**src/hw/rtl/tqfr_pkg.sv**
```systemverilog
// Shared constants, types and codes of the two-queue frame replacer.
package tqfr_pkg;

    localparam int FRAMES   = 1024;
    localparam int FRAME_W  = $clog2(FRAMES);
    localparam int NODE_W   = FRAME_W + 1;
    localparam int OP_W     = 2;
    localparam int FIELD_W  = 10;
    localparam int TDATA_W  = 16;

    typedef logic [NODE_W-1:0]  node_t;
    typedef logic [FRAME_W-1:0] addr_t;

    localparam node_t NIL = NODE_W'(FRAMES);

    localparam logic [OP_W-1:0] OP_PIN    = 2'd0;
    localparam logic [OP_W-1:0] OP_UNPIN  = 2'd1;
    localparam logic [OP_W-1:0] OP_VICTIM = 2'd2;

    typedef struct packed {
        logic  tracked;
        logic  infreq;
        logic  pinned;
        node_t next;
        node_t prev;
    } entry_t;

    typedef struct packed {
        logic tracked;
        logic infreq;
        logic pinned;
        logic next;
        logic prev;
    } wen_t;

    typedef struct packed {
        addr_t  addr;
        wen_t   wen;
        entry_t wdata;
    } mem_req_t;

    typedef struct packed {
        logic               found;
        logic [FIELD_W-1:0] frame;
    } result_t;

endpackage

```
**src/hw/rtl/tqfr_ctrl.sv**
```systemverilog
// Sequencer that walks and relinks the history and frequent lists through the frame memory.
module tqfr_ctrl (
    input  logic                               clk,
    input  logic                               rst_n,
    input  logic                               in_valid,
    output logic                               in_ready,
    input  logic [tqfr_pkg::OP_W-1:0]          in_opcode,
    input  logic [tqfr_pkg::FIELD_W-1:0]       in_frame,
    output logic                               res_valid,
    input  logic                               res_ready,
    output tqfr_pkg::result_t                  res,
    output tqfr_pkg::mem_req_t                 mem_req,
    input  tqfr_pkg::entry_t                   mem_rdata,
    input  logic                               mem_busy
);

    typedef enum logic [9:0] {
        S_CLEAR    = 10'b0000000001,
        S_IDLE     = 10'b0000000010,
        S_LOOK     = 10'b0000000100,
        S_VSEL     = 10'b0000001000,
        S_VLOOK    = 10'b0000010000,
        S_DET_P    = 10'b0000100000,
        S_DET_N    = 10'b0001000000,
        S_ATT      = 10'b0010000000,
        S_LINK_OLD = 10'b0100000000,
        S_DONE     = 10'b1000000000
    } state_t;

    state_t                      state_reg, state_next;
    logic [tqfr_pkg::OP_W-1:0]   op_reg, op_next;
    tqfr_pkg::node_t             cur_reg, cur_next;
    tqfr_pkg::node_t             p_reg, p_next;
    tqfr_pkg::node_t             n_reg, n_next;
    tqfr_pkg::node_t             old_reg, old_next;
    logic                        list_reg, list_next;
    tqfr_pkg::node_t             hh_reg, hh_next;
    tqfr_pkg::node_t             ht_reg, ht_next;
    tqfr_pkg::node_t             fh_reg, fh_next;
    tqfr_pkg::node_t             ft_reg, ft_next;
    tqfr_pkg::result_t           res_reg, res_next;
    tqfr_pkg::node_t             in_node;
    logic                        det_en;
    logic                        det_list;

    assign in_node   = tqfr_pkg::NODE_W'(in_frame);
    assign in_ready  = (state_reg == S_IDLE);
    assign res_valid = (state_reg == S_DONE);
    assign res       = res_reg;

    always_comb
    begin
        state_next = state_reg;
        op_next    = op_reg;
        cur_next   = cur_reg;
        p_next     = p_reg;
        n_next     = n_reg;
        old_next   = old_reg;
        list_next  = list_reg;
        hh_next    = hh_reg;
        ht_next    = ht_reg;
        fh_next    = fh_reg;
        ft_next    = ft_reg;
        res_next   = res_reg;
        det_en     = 1'b0;
        det_list   = list_reg;
        mem_req    = '0;
        mem_req.addr = in_node[tqfr_pkg::FRAME_W-1:0];

        case (state_reg)
            S_CLEAR:
            begin
                if (!mem_busy)
                begin
                    state_next = S_IDLE;
                end
            end
            S_IDLE:
            begin
                if (in_valid)
                begin
                    op_next  = in_opcode;
                    cur_next = in_node;
                    res_next = '0;
                    if (in_opcode == tqfr_pkg::OP_VICTIM)
                    begin
                        cur_next   = ht_reg;
                        list_next  = 1'b0;
                        state_next = S_VSEL;
                    end
                    else if ((in_opcode == tqfr_pkg::OP_PIN || in_opcode == tqfr_pkg::OP_UNPIN)
                             && in_node < tqfr_pkg::NIL)
                    begin
                        state_next = S_LOOK;
                    end
                    else
                    begin
                        state_next = S_DONE;
                    end
                end
            end
            S_LOOK:
            begin
                mem_req.addr = cur_reg[tqfr_pkg::FRAME_W-1:0];
                if (op_reg == tqfr_pkg::OP_PIN)
                begin
                    if (mem_rdata.tracked)
                    begin
                        mem_req.wen.pinned   = 1'b1;
                        mem_req.wdata.pinned = 1'b1;
                    end
                    state_next = S_DONE;
                end
                else if (!mem_rdata.tracked)
                begin
                    mem_req.wen         = '1;
                    mem_req.wdata.tracked = 1'b1;
                    mem_req.wdata.infreq  = 1'b0;
                    mem_req.wdata.pinned  = 1'b0;
                    mem_req.wdata.prev    = tqfr_pkg::NIL;
                    mem_req.wdata.next    = hh_reg;
                    hh_next = cur_reg;
                    if (hh_reg < tqfr_pkg::NIL)
                    begin
                        old_next   = hh_reg;
                        state_next = S_LINK_OLD;
                    end
                    else
                    begin
                        ht_next    = cur_reg;
                        state_next = S_DONE;
                    end
                end
                else
                begin
                    p_next     = mem_rdata.prev;
                    n_next     = mem_rdata.next;
                    list_next  = mem_rdata.infreq;
                    det_en     = 1'b1;
                    det_list   = mem_rdata.infreq;
                    state_next = S_DET_P;
                end
            end
            S_VSEL:
            begin
                mem_req.addr = cur_reg[tqfr_pkg::FRAME_W-1:0];
                if (cur_reg < tqfr_pkg::NIL)
                begin
                    state_next = S_VLOOK;
                end
                else if (!list_reg)
                begin
                    cur_next  = ft_reg;
                    list_next = 1'b1;
                end
                else
                begin
                    state_next = S_DONE;
                end
            end
            S_VLOOK:
            begin
                mem_req.addr = cur_reg[tqfr_pkg::FRAME_W-1:0];
                if (mem_rdata.pinned)
                begin
                    cur_next   = mem_rdata.prev;
                    state_next = S_VSEL;
                end
                else
                begin
                    mem_req.wen.tracked   = 1'b1;
                    mem_req.wdata.tracked = 1'b0;
                    p_next         = mem_rdata.prev;
                    n_next         = mem_rdata.next;
                    det_en         = 1'b1;
                    res_next.found = 1'b1;
                    res_next.frame = tqfr_pkg::FIELD_W'(cur_reg[tqfr_pkg::FRAME_W-1:0]);
                    state_next     = S_DET_P;
                end
            end
            S_DET_P:
            begin
                mem_req.addr = p_reg[tqfr_pkg::FRAME_W-1:0];
                if (p_reg < tqfr_pkg::NIL)
                begin
                    mem_req.wen.next   = 1'b1;
                    mem_req.wdata.next = n_reg;
                end
                state_next = S_DET_N;
            end
            S_DET_N:
            begin
                mem_req.addr = n_reg[tqfr_pkg::FRAME_W-1:0];
                if (n_reg < tqfr_pkg::NIL)
                begin
                    mem_req.wen.prev   = 1'b1;
                    mem_req.wdata.prev = p_reg;
                end
                state_next = (op_reg == tqfr_pkg::OP_UNPIN) ? S_ATT : S_DONE;
            end
            S_ATT:
            begin
                mem_req.addr          = cur_reg[tqfr_pkg::FRAME_W-1:0];
                mem_req.wen           = '1;
                mem_req.wdata.tracked = 1'b1;
                mem_req.wdata.infreq  = 1'b1;
                mem_req.wdata.pinned  = 1'b0;
                mem_req.wdata.prev    = tqfr_pkg::NIL;
                mem_req.wdata.next    = fh_reg;
                fh_next = cur_reg;
                if (fh_reg < tqfr_pkg::NIL)
                begin
                    old_next   = fh_reg;
                    state_next = S_LINK_OLD;
                end
                else
                begin
                    ft_next    = cur_reg;
                    state_next = S_DONE;
                end
            end
            S_LINK_OLD:
            begin
                mem_req.addr       = old_reg[tqfr_pkg::FRAME_W-1:0];
                mem_req.wen.prev   = 1'b1;
                mem_req.wdata.prev = cur_reg;
                state_next         = S_DONE;
            end
            S_DONE:
            begin
                if (res_ready)
                begin
                    state_next = S_IDLE;
                end
            end
            default:
            begin
                state_next = S_CLEAR;
            end
        endcase

        // Unlinking a frame moves the list ends that pointed at it.
        if (det_en)
        begin
            if (!det_list)
            begin
                if (!(mem_rdata.prev < tqfr_pkg::NIL))
                begin
                    hh_next = mem_rdata.next;
                end
                if (!(mem_rdata.next < tqfr_pkg::NIL))
                begin
                    ht_next = mem_rdata.prev;
                end
            end
            else
            begin
                if (!(mem_rdata.prev < tqfr_pkg::NIL))
                begin
                    fh_next = mem_rdata.next;
                end
                if (!(mem_rdata.next < tqfr_pkg::NIL))
                begin
                    ft_next = mem_rdata.prev;
                end
            end
        end
    end

    always_ff @(posedge clk or negedge rst_n)
    begin
        if (!rst_n)
        begin
            state_reg <= S_CLEAR;
            hh_reg    <= tqfr_pkg::NIL;
            ht_reg    <= tqfr_pkg::NIL;
            fh_reg    <= tqfr_pkg::NIL;
            ft_reg    <= tqfr_pkg::NIL;
        end
        else
        begin
            state_reg <= state_next;
            hh_reg    <= hh_next;
            ht_reg    <= ht_next;
            fh_reg    <= fh_next;
            ft_reg    <= ft_next;
        end
    end

    always_ff @(posedge clk)
    begin
        op_reg   <= op_next;
        cur_reg  <= cur_next;
        p_reg    <= p_next;
        n_reg    <= n_next;
        old_reg  <= old_next;
        list_reg <= list_next;
        res_reg  <= res_next;
    end

endmodule

```
**config.mk**
```make
export PLATFORM = sky130hd
export DESIGN_NAME = tqfr_ctrl
export DESIGN_NICKNAME = d
export VERILOG_FILES = /design/src/hw/rtl/tqfr_pkg.sv /design/src/hw/rtl/tqfr_ctrl.sv
export SDC_FILE = /design/constraint.sdc
export NUM_CORES = 1
export LEC_CHECK = 0
export BUFFER_PORTS_ARGS = -buffer_cell sky130_fd_sc_hd__buf_4
export CAP_MARGIN = 20
export CELL_PAD_IN_SITES_DETAIL_PLACEMENT = 1
export CELL_PAD_IN_SITES_GLOBAL_PLACEMENT = 2
export CORE_UTILIZATION = 30
export CTS_BUF_LIST = sky130_fd_sc_hd__clkbuf_16
export CTS_CLUSTER_DIAMETER = 80
export CTS_CLUSTER_SIZE = 40
export DETAILED_ROUTE_END_ITERATION = 12
export PLACE_DENSITY = 0.73
export RECOVER_POWER = 50
export SLEW_MARGIN = 20
export SYNTH_ARGS = -nofsm -noshare
export SYNTH_HDL_FRONTEND = slang
export SYNTH_SLANG_ARGS = --single-unit
```
**constraint.sdc**
```tcl
create_clock -name clk -period 10.05 [get_ports clk]
set_input_delay 2.01 -clock clk [delete_from_list [all_inputs] [get_ports clk]]
set_output_delay 2.01 -clock clk [all_outputs]
set_load 0.03 [all_outputs]
```
* After elaboration in Yosys (flattened, before gate mapping) *
Cells that the tools add are included.

storage, ports and cells
  register bits = 111
  input bits = 42
  output and inout bits = 53
  word-level logic and storage cells = 154

cells by class
  magnitude comparators = 8
  equal/unequal tests = 27
  multiplexer cells = 88
  reductions and logical operators = 18

operator list
  cell                                                                    number
  11-bit 2-to-1 mux                                                       37
  10-bit 2-to-1 mux                                                       16
  10-bit case mux with 10 select lines                                    1
  11-bit < comparator, second input constant                              7
  11-bit case mux with 2 select lines                                     3
  11-bit case mux with 3 select lines                                     2
  11-bit case mux with 4 select lines                                     1
  10-bit case mux with 4 select lines                                     1
  30-bit 2-to-1 mux                                                       1
  22-bit 2-to-1 mux                                                       1
  2-bit != test, second input constant                                    11
  10-bit case mux with 2 select lines                                     1
  1-bit 2-to-1 mux                                                        13
  1-bit case mux with 3 select lines                                      4
  4-bit AND reduction                                                     3
  10-bit by 11-bit < comparator with 1-bit output, second input constant  1
  10-bit by 1-bit equality test with 1-bit output, second input constant  1
  10-bit equality test, second input constant                             1
  10-bit by 2-bit equality test with 1-bit output, second input constant  1
  10-bit by 3-bit equality test with 1-bit output, second input constant  1
  10-bit by 4-bit equality test with 1-bit output, second input constant  1
  10-bit by 5-bit equality test with 1-bit output, second input constant  1
  10-bit by 6-bit equality test with 1-bit output, second input constant  1
  10-bit by 7-bit equality test with 1-bit output, second input constant  1
  21 further kinds                                                        30

* Depth between registers and ports, before layout *
  depth in word-level cells = 8
  mapped depth = 9
  mapped depth without buffers = 7

* Worst setup path before layout *
Ideal clock, no wire load.

  path kind = input to output
  from = input mem_rdata[24] (netlist bit)
  to = output mem_req[25] (netlist bit)
  arrival = 3183 ps
  required time = 8040 ps
  path slack = 4857 ps
  cell stages on the path = 5
  path buffers = 0
  cell sequence = inv_1 > ha_1 > o21ai_0 > inv_1 > or3_1

RTL lines
  item         RTL line         source
  from (decl)  tqfr_ctrl.sv:13  input tqfr_pkg::entry_t mem_rdata,
  to (decl)    tqfr_ctrl.sv:12  output tqfr_pkg::mem_req_t mem_req,

==> impl_metrics.yaml <==
place:
  placedCellCount: 879
  dp_hpwl_mm: 14.8
  port_buffers: 94
  gp_congestion: 0.816
  post-place-ws_ps: 4470
  postPlaceCellArea_sq_mm: 0.00700
timing:
  setup_ws_ps: 3870
  clock_skew_ps: 9.87
  tightest_slew_ps: 3340
  relSlewSlack_pct: -123
  slew_viol_final: 55
  setup_violations: 0
  max_freq_mhz: 162
  fin_tns_setup_ps: 0
  final_hold_viol_count: 0
  period_needed_ps: 6180
  grt_setup_unrepaired: "false"
  hold_ws_ps: 587
  post-route-period-util_pct: 61.5
critical_path:
  cpMostUsedCell: "inv_1"
  startpoint_type: "flop"
  ff2ff_path_depth: 6
  criticalPathCategory: "reg2out"
  cpLargestDelayFamily: "buffers and inverters"
  worstPathMaxFanout: 23
  slowest_stage: "clkbuf_1"
  r2r_start: "state_reg[7]$_DFFE_PN0P_"
  cp.arrival_ps: 4170
  crit_start: "state_reg[3]$_DFFE_PN0P_"
  r2r-end: "cur_reg[10]$_DFFE_PP_"
  worst-r2r-setup-slack_ps: 6440
  required_ps: 8040
  max_stage_delay_ps: 870
  path_buf_inv: 4
  cp.depth: 8
  path_cells: "nor3_1 > nand4_1 > clkbuf_1 > inv_1 > o21ai_0 > inv_1 > or3_1 > buf_4"
  end_kind: "output port"
  setup.worst_path.end: "mem_req[25]"
floorplanning:
  die_w_microns: 144
  ios: 95
  core_area_sq_mm: 0.0197
  die_area_sq_mm: 0.0208
  initial_core_util_pct: 30.8
  rows: 51
  die_h_microns: 144
global_route:
  grt_usage_pct: 20.8
  grt_max_degree: 55
  grt_pass1_vias: 5148
  grt_pass1_wl_mm: 31.7
  grt_antenna_before_repair: 0
  grt_overflow_total: 0
yosys:
  dominantRegCellSynth: "edfxtp_1"
  synth_seq_cells: 111
  synth_top_area_share_pct: 28.2
  synthDistinctLibCells: 55
  netlist_instances: 549
  synth_top_cell_by_area: "edfxtp_1"
  synth_edf_count: 57
  yosys_warnings: 0
  netlist_top_cells_area: "edfxtp_1, dfrtp_1, mux2_4"
  synth.avg_cell_area_sq_um: 11.0
  ys_async_sr_fraction_pct: 48.6
  syn-num-nets: 594
  synth_seq_area_share_pct: 50.6
  netlist_area_sq_mm: 0.00606
layout:
  final_cells: 895
  nets: 670
  fillers: 2257
  multiInputGateArea_sq_mm: 0.00277
  diodes: 0
  drive_gt1_share_pct: 23.7
  area_delta_synth_final_pct: 17.7
  seq_area_sq_mm: 0.00307
  design_area_sq_mm: 0.00714
cts:
  numCtsBuffers: 9
  cts_tree: "done"
  ctsResizeCount: 0
  clockRootBuffer: "clkbuf_16"
  ctsHoldBuffers: 0
  cts_sinks: 111
  clkTransAtPathRegs_ps: 80
  cts.path.max_buffers: 2
  post-cts-setup-buffers: 0
  clock_latency_ps: 360
  htree_levels: 3
job:
  max_cap_violations: 1
detailed_routing:
  drtIter0Drc: 438
  vias: 4826
  viasPerCell: 5.39
  drt-total-wl_mm: 20.6
  dr.pass1.iters: 4
  antenna_left: 0
  avgRoutedWirePerCell_microns: 23.0
  drc: 0
pwr:
  p_leak_nw: 3.06
  ir_drop_v: 0.0000729
  pwr_density_cell_mw_per_mm2: 189
status:
  violations: "max-capacitance violations, max-slew violations"
  status: "finished, violations left"
worst_hold_path:
  hp-class: "reg2reg"
==> worst min-delay path by stage <==
stage                               from              endpoint  slack, ps  cells after the start
floorplan            fh_reg[0]$_DFF_PN0_  old_reg[0]$_DFFE_PP_        530                      2
global placement    ft_reg[10]$_DFF_PN1_  ft_reg[10]$_DFF_PN1_        550                      2
detailed placement   fh_reg[8]$_DFF_PN0_  old_reg[8]$_DFFE_PP_        570                      2
CTS                  fh_reg[2]$_DFF_PN0_  old_reg[2]$_DFFE_PP_        590                      2
global route         fh_reg[2]$_DFF_PN0_  old_reg[2]$_DFFE_PP_        630                      2
finish               fh_reg[2]$_DFF_PN0_  old_reg[2]$_DFFE_PP_        590                      2
==> cell usage after synthesis (2+ instances only) <==
library cell / number
mux2_4: 25
nor4_1: 8
o22ai_1: 8
buf_6: 5
clkbuf_1: 23
and2_1: 13
nor2_2: 2
nor4_2: 2
nand2b_1: 6
inv_1: 7
nor3_1: 23
dfstp_2: 5
mux2i_1: 24
nor2_1: 11
buf_4: 4
xor2_1: 2
buf_2: 8
nand4_1: 5
mux2_2: 29
or4_1: 3
ha_1: 3
o21ai_0: 21
xnor2_1: 2
nand3b_1: 4
dfrtp_1: 49
or2_2: 2
and4_1: 2
o211a_1: 2
a31oi_1: 6
nor2b_1: 5
edfxtp_1: 57
or3_1: 7
a21oi_1: 13
nand2_1: 95
a22oi_1: 34
a221o_1: 2
a22o_1: 10
nand3_1: 5
==> cells in the final DEF, fill, tap and decap left out, types with 6 or more instances in the layout <==
cell type,count
or3_1,7
buf_4,62
o21ai_0,21
nor4_1,7
mux2_4,25
a31oi_1,6
mux2i_1,24
nor2_1,10
and2_1,6
a22o_1,10
dfrtp_1,49
nand2_1,95
inv_1,8
mux2_2,29
a21oi_1,13
nand2b_1,6
and2_0,7
o22ai_1,8
edfxtp_1,57
clkbuf_16,9
nor3_1,23
clkbuf_1,44
a22oi_1,34
==> worst reg2reg max path, stage by stage, from the launching register on <==
cell	delay, ps
dfrtp_1	490
or4_1	810
nor2_1	240
and3_1	340
clkbuf_1	1010
nor3_1	130
a221o_1	330
==> stage by stage <==
step | utilization, % | power (mW)
detailed placement | 35.6 | 0.995
global placement | 35.6 | 0.979
CTS | 37.2 | 1.37
finish | 36.3 | 1.35
global route | 36.3 | 1.41
floorplan | - | 0.854
==> power by group <==
| group | internal, mW | total, mW | switching (mW) |
|---|---|---|---|
| clock | 0.197 | 0.377 | 0.180 |
| sequential | 0.568 | 0.642 | 0.0740 |
| combinational | 0.131 | 0.332 | 0.202 |
==> metal layers <==
layer	track usage (%)	vias to the layer above	part of all wire, %
li1	-	2185	-
met1	29.0	2482	47
met2	32.6	134	46
met3	3.38	25	4.3
met4	6.93	0	2.0
met5	0	-	0
==> cell type report <==
class / count / area share [%]
clock buffer: 9 / 3.16
clock inverter: 7 / 1.12
inverter: 7 / 0.368
multi-input combinational: 390 / 38.9
sequential: 111 / 43.0
tap: 265 / 4.65
timing repair buffer: 106 / 8.84
==> cells by family after synthesis <==
kind of cell               count (synthesis)  share of synthesized area [%]
buffers and inverters                     48                           4.00
xor gates and xnor gates                   4                          0.578
adders and majority gates                  3                          0.619
and+or+nand+nor                          199                           16.6
DFF                                      111                           50.6
muxes                                     78                           15.5
AOI/OAI and AO/OA                        106                           12.0
Note: power is estimated with default switching activity, not from simulation.
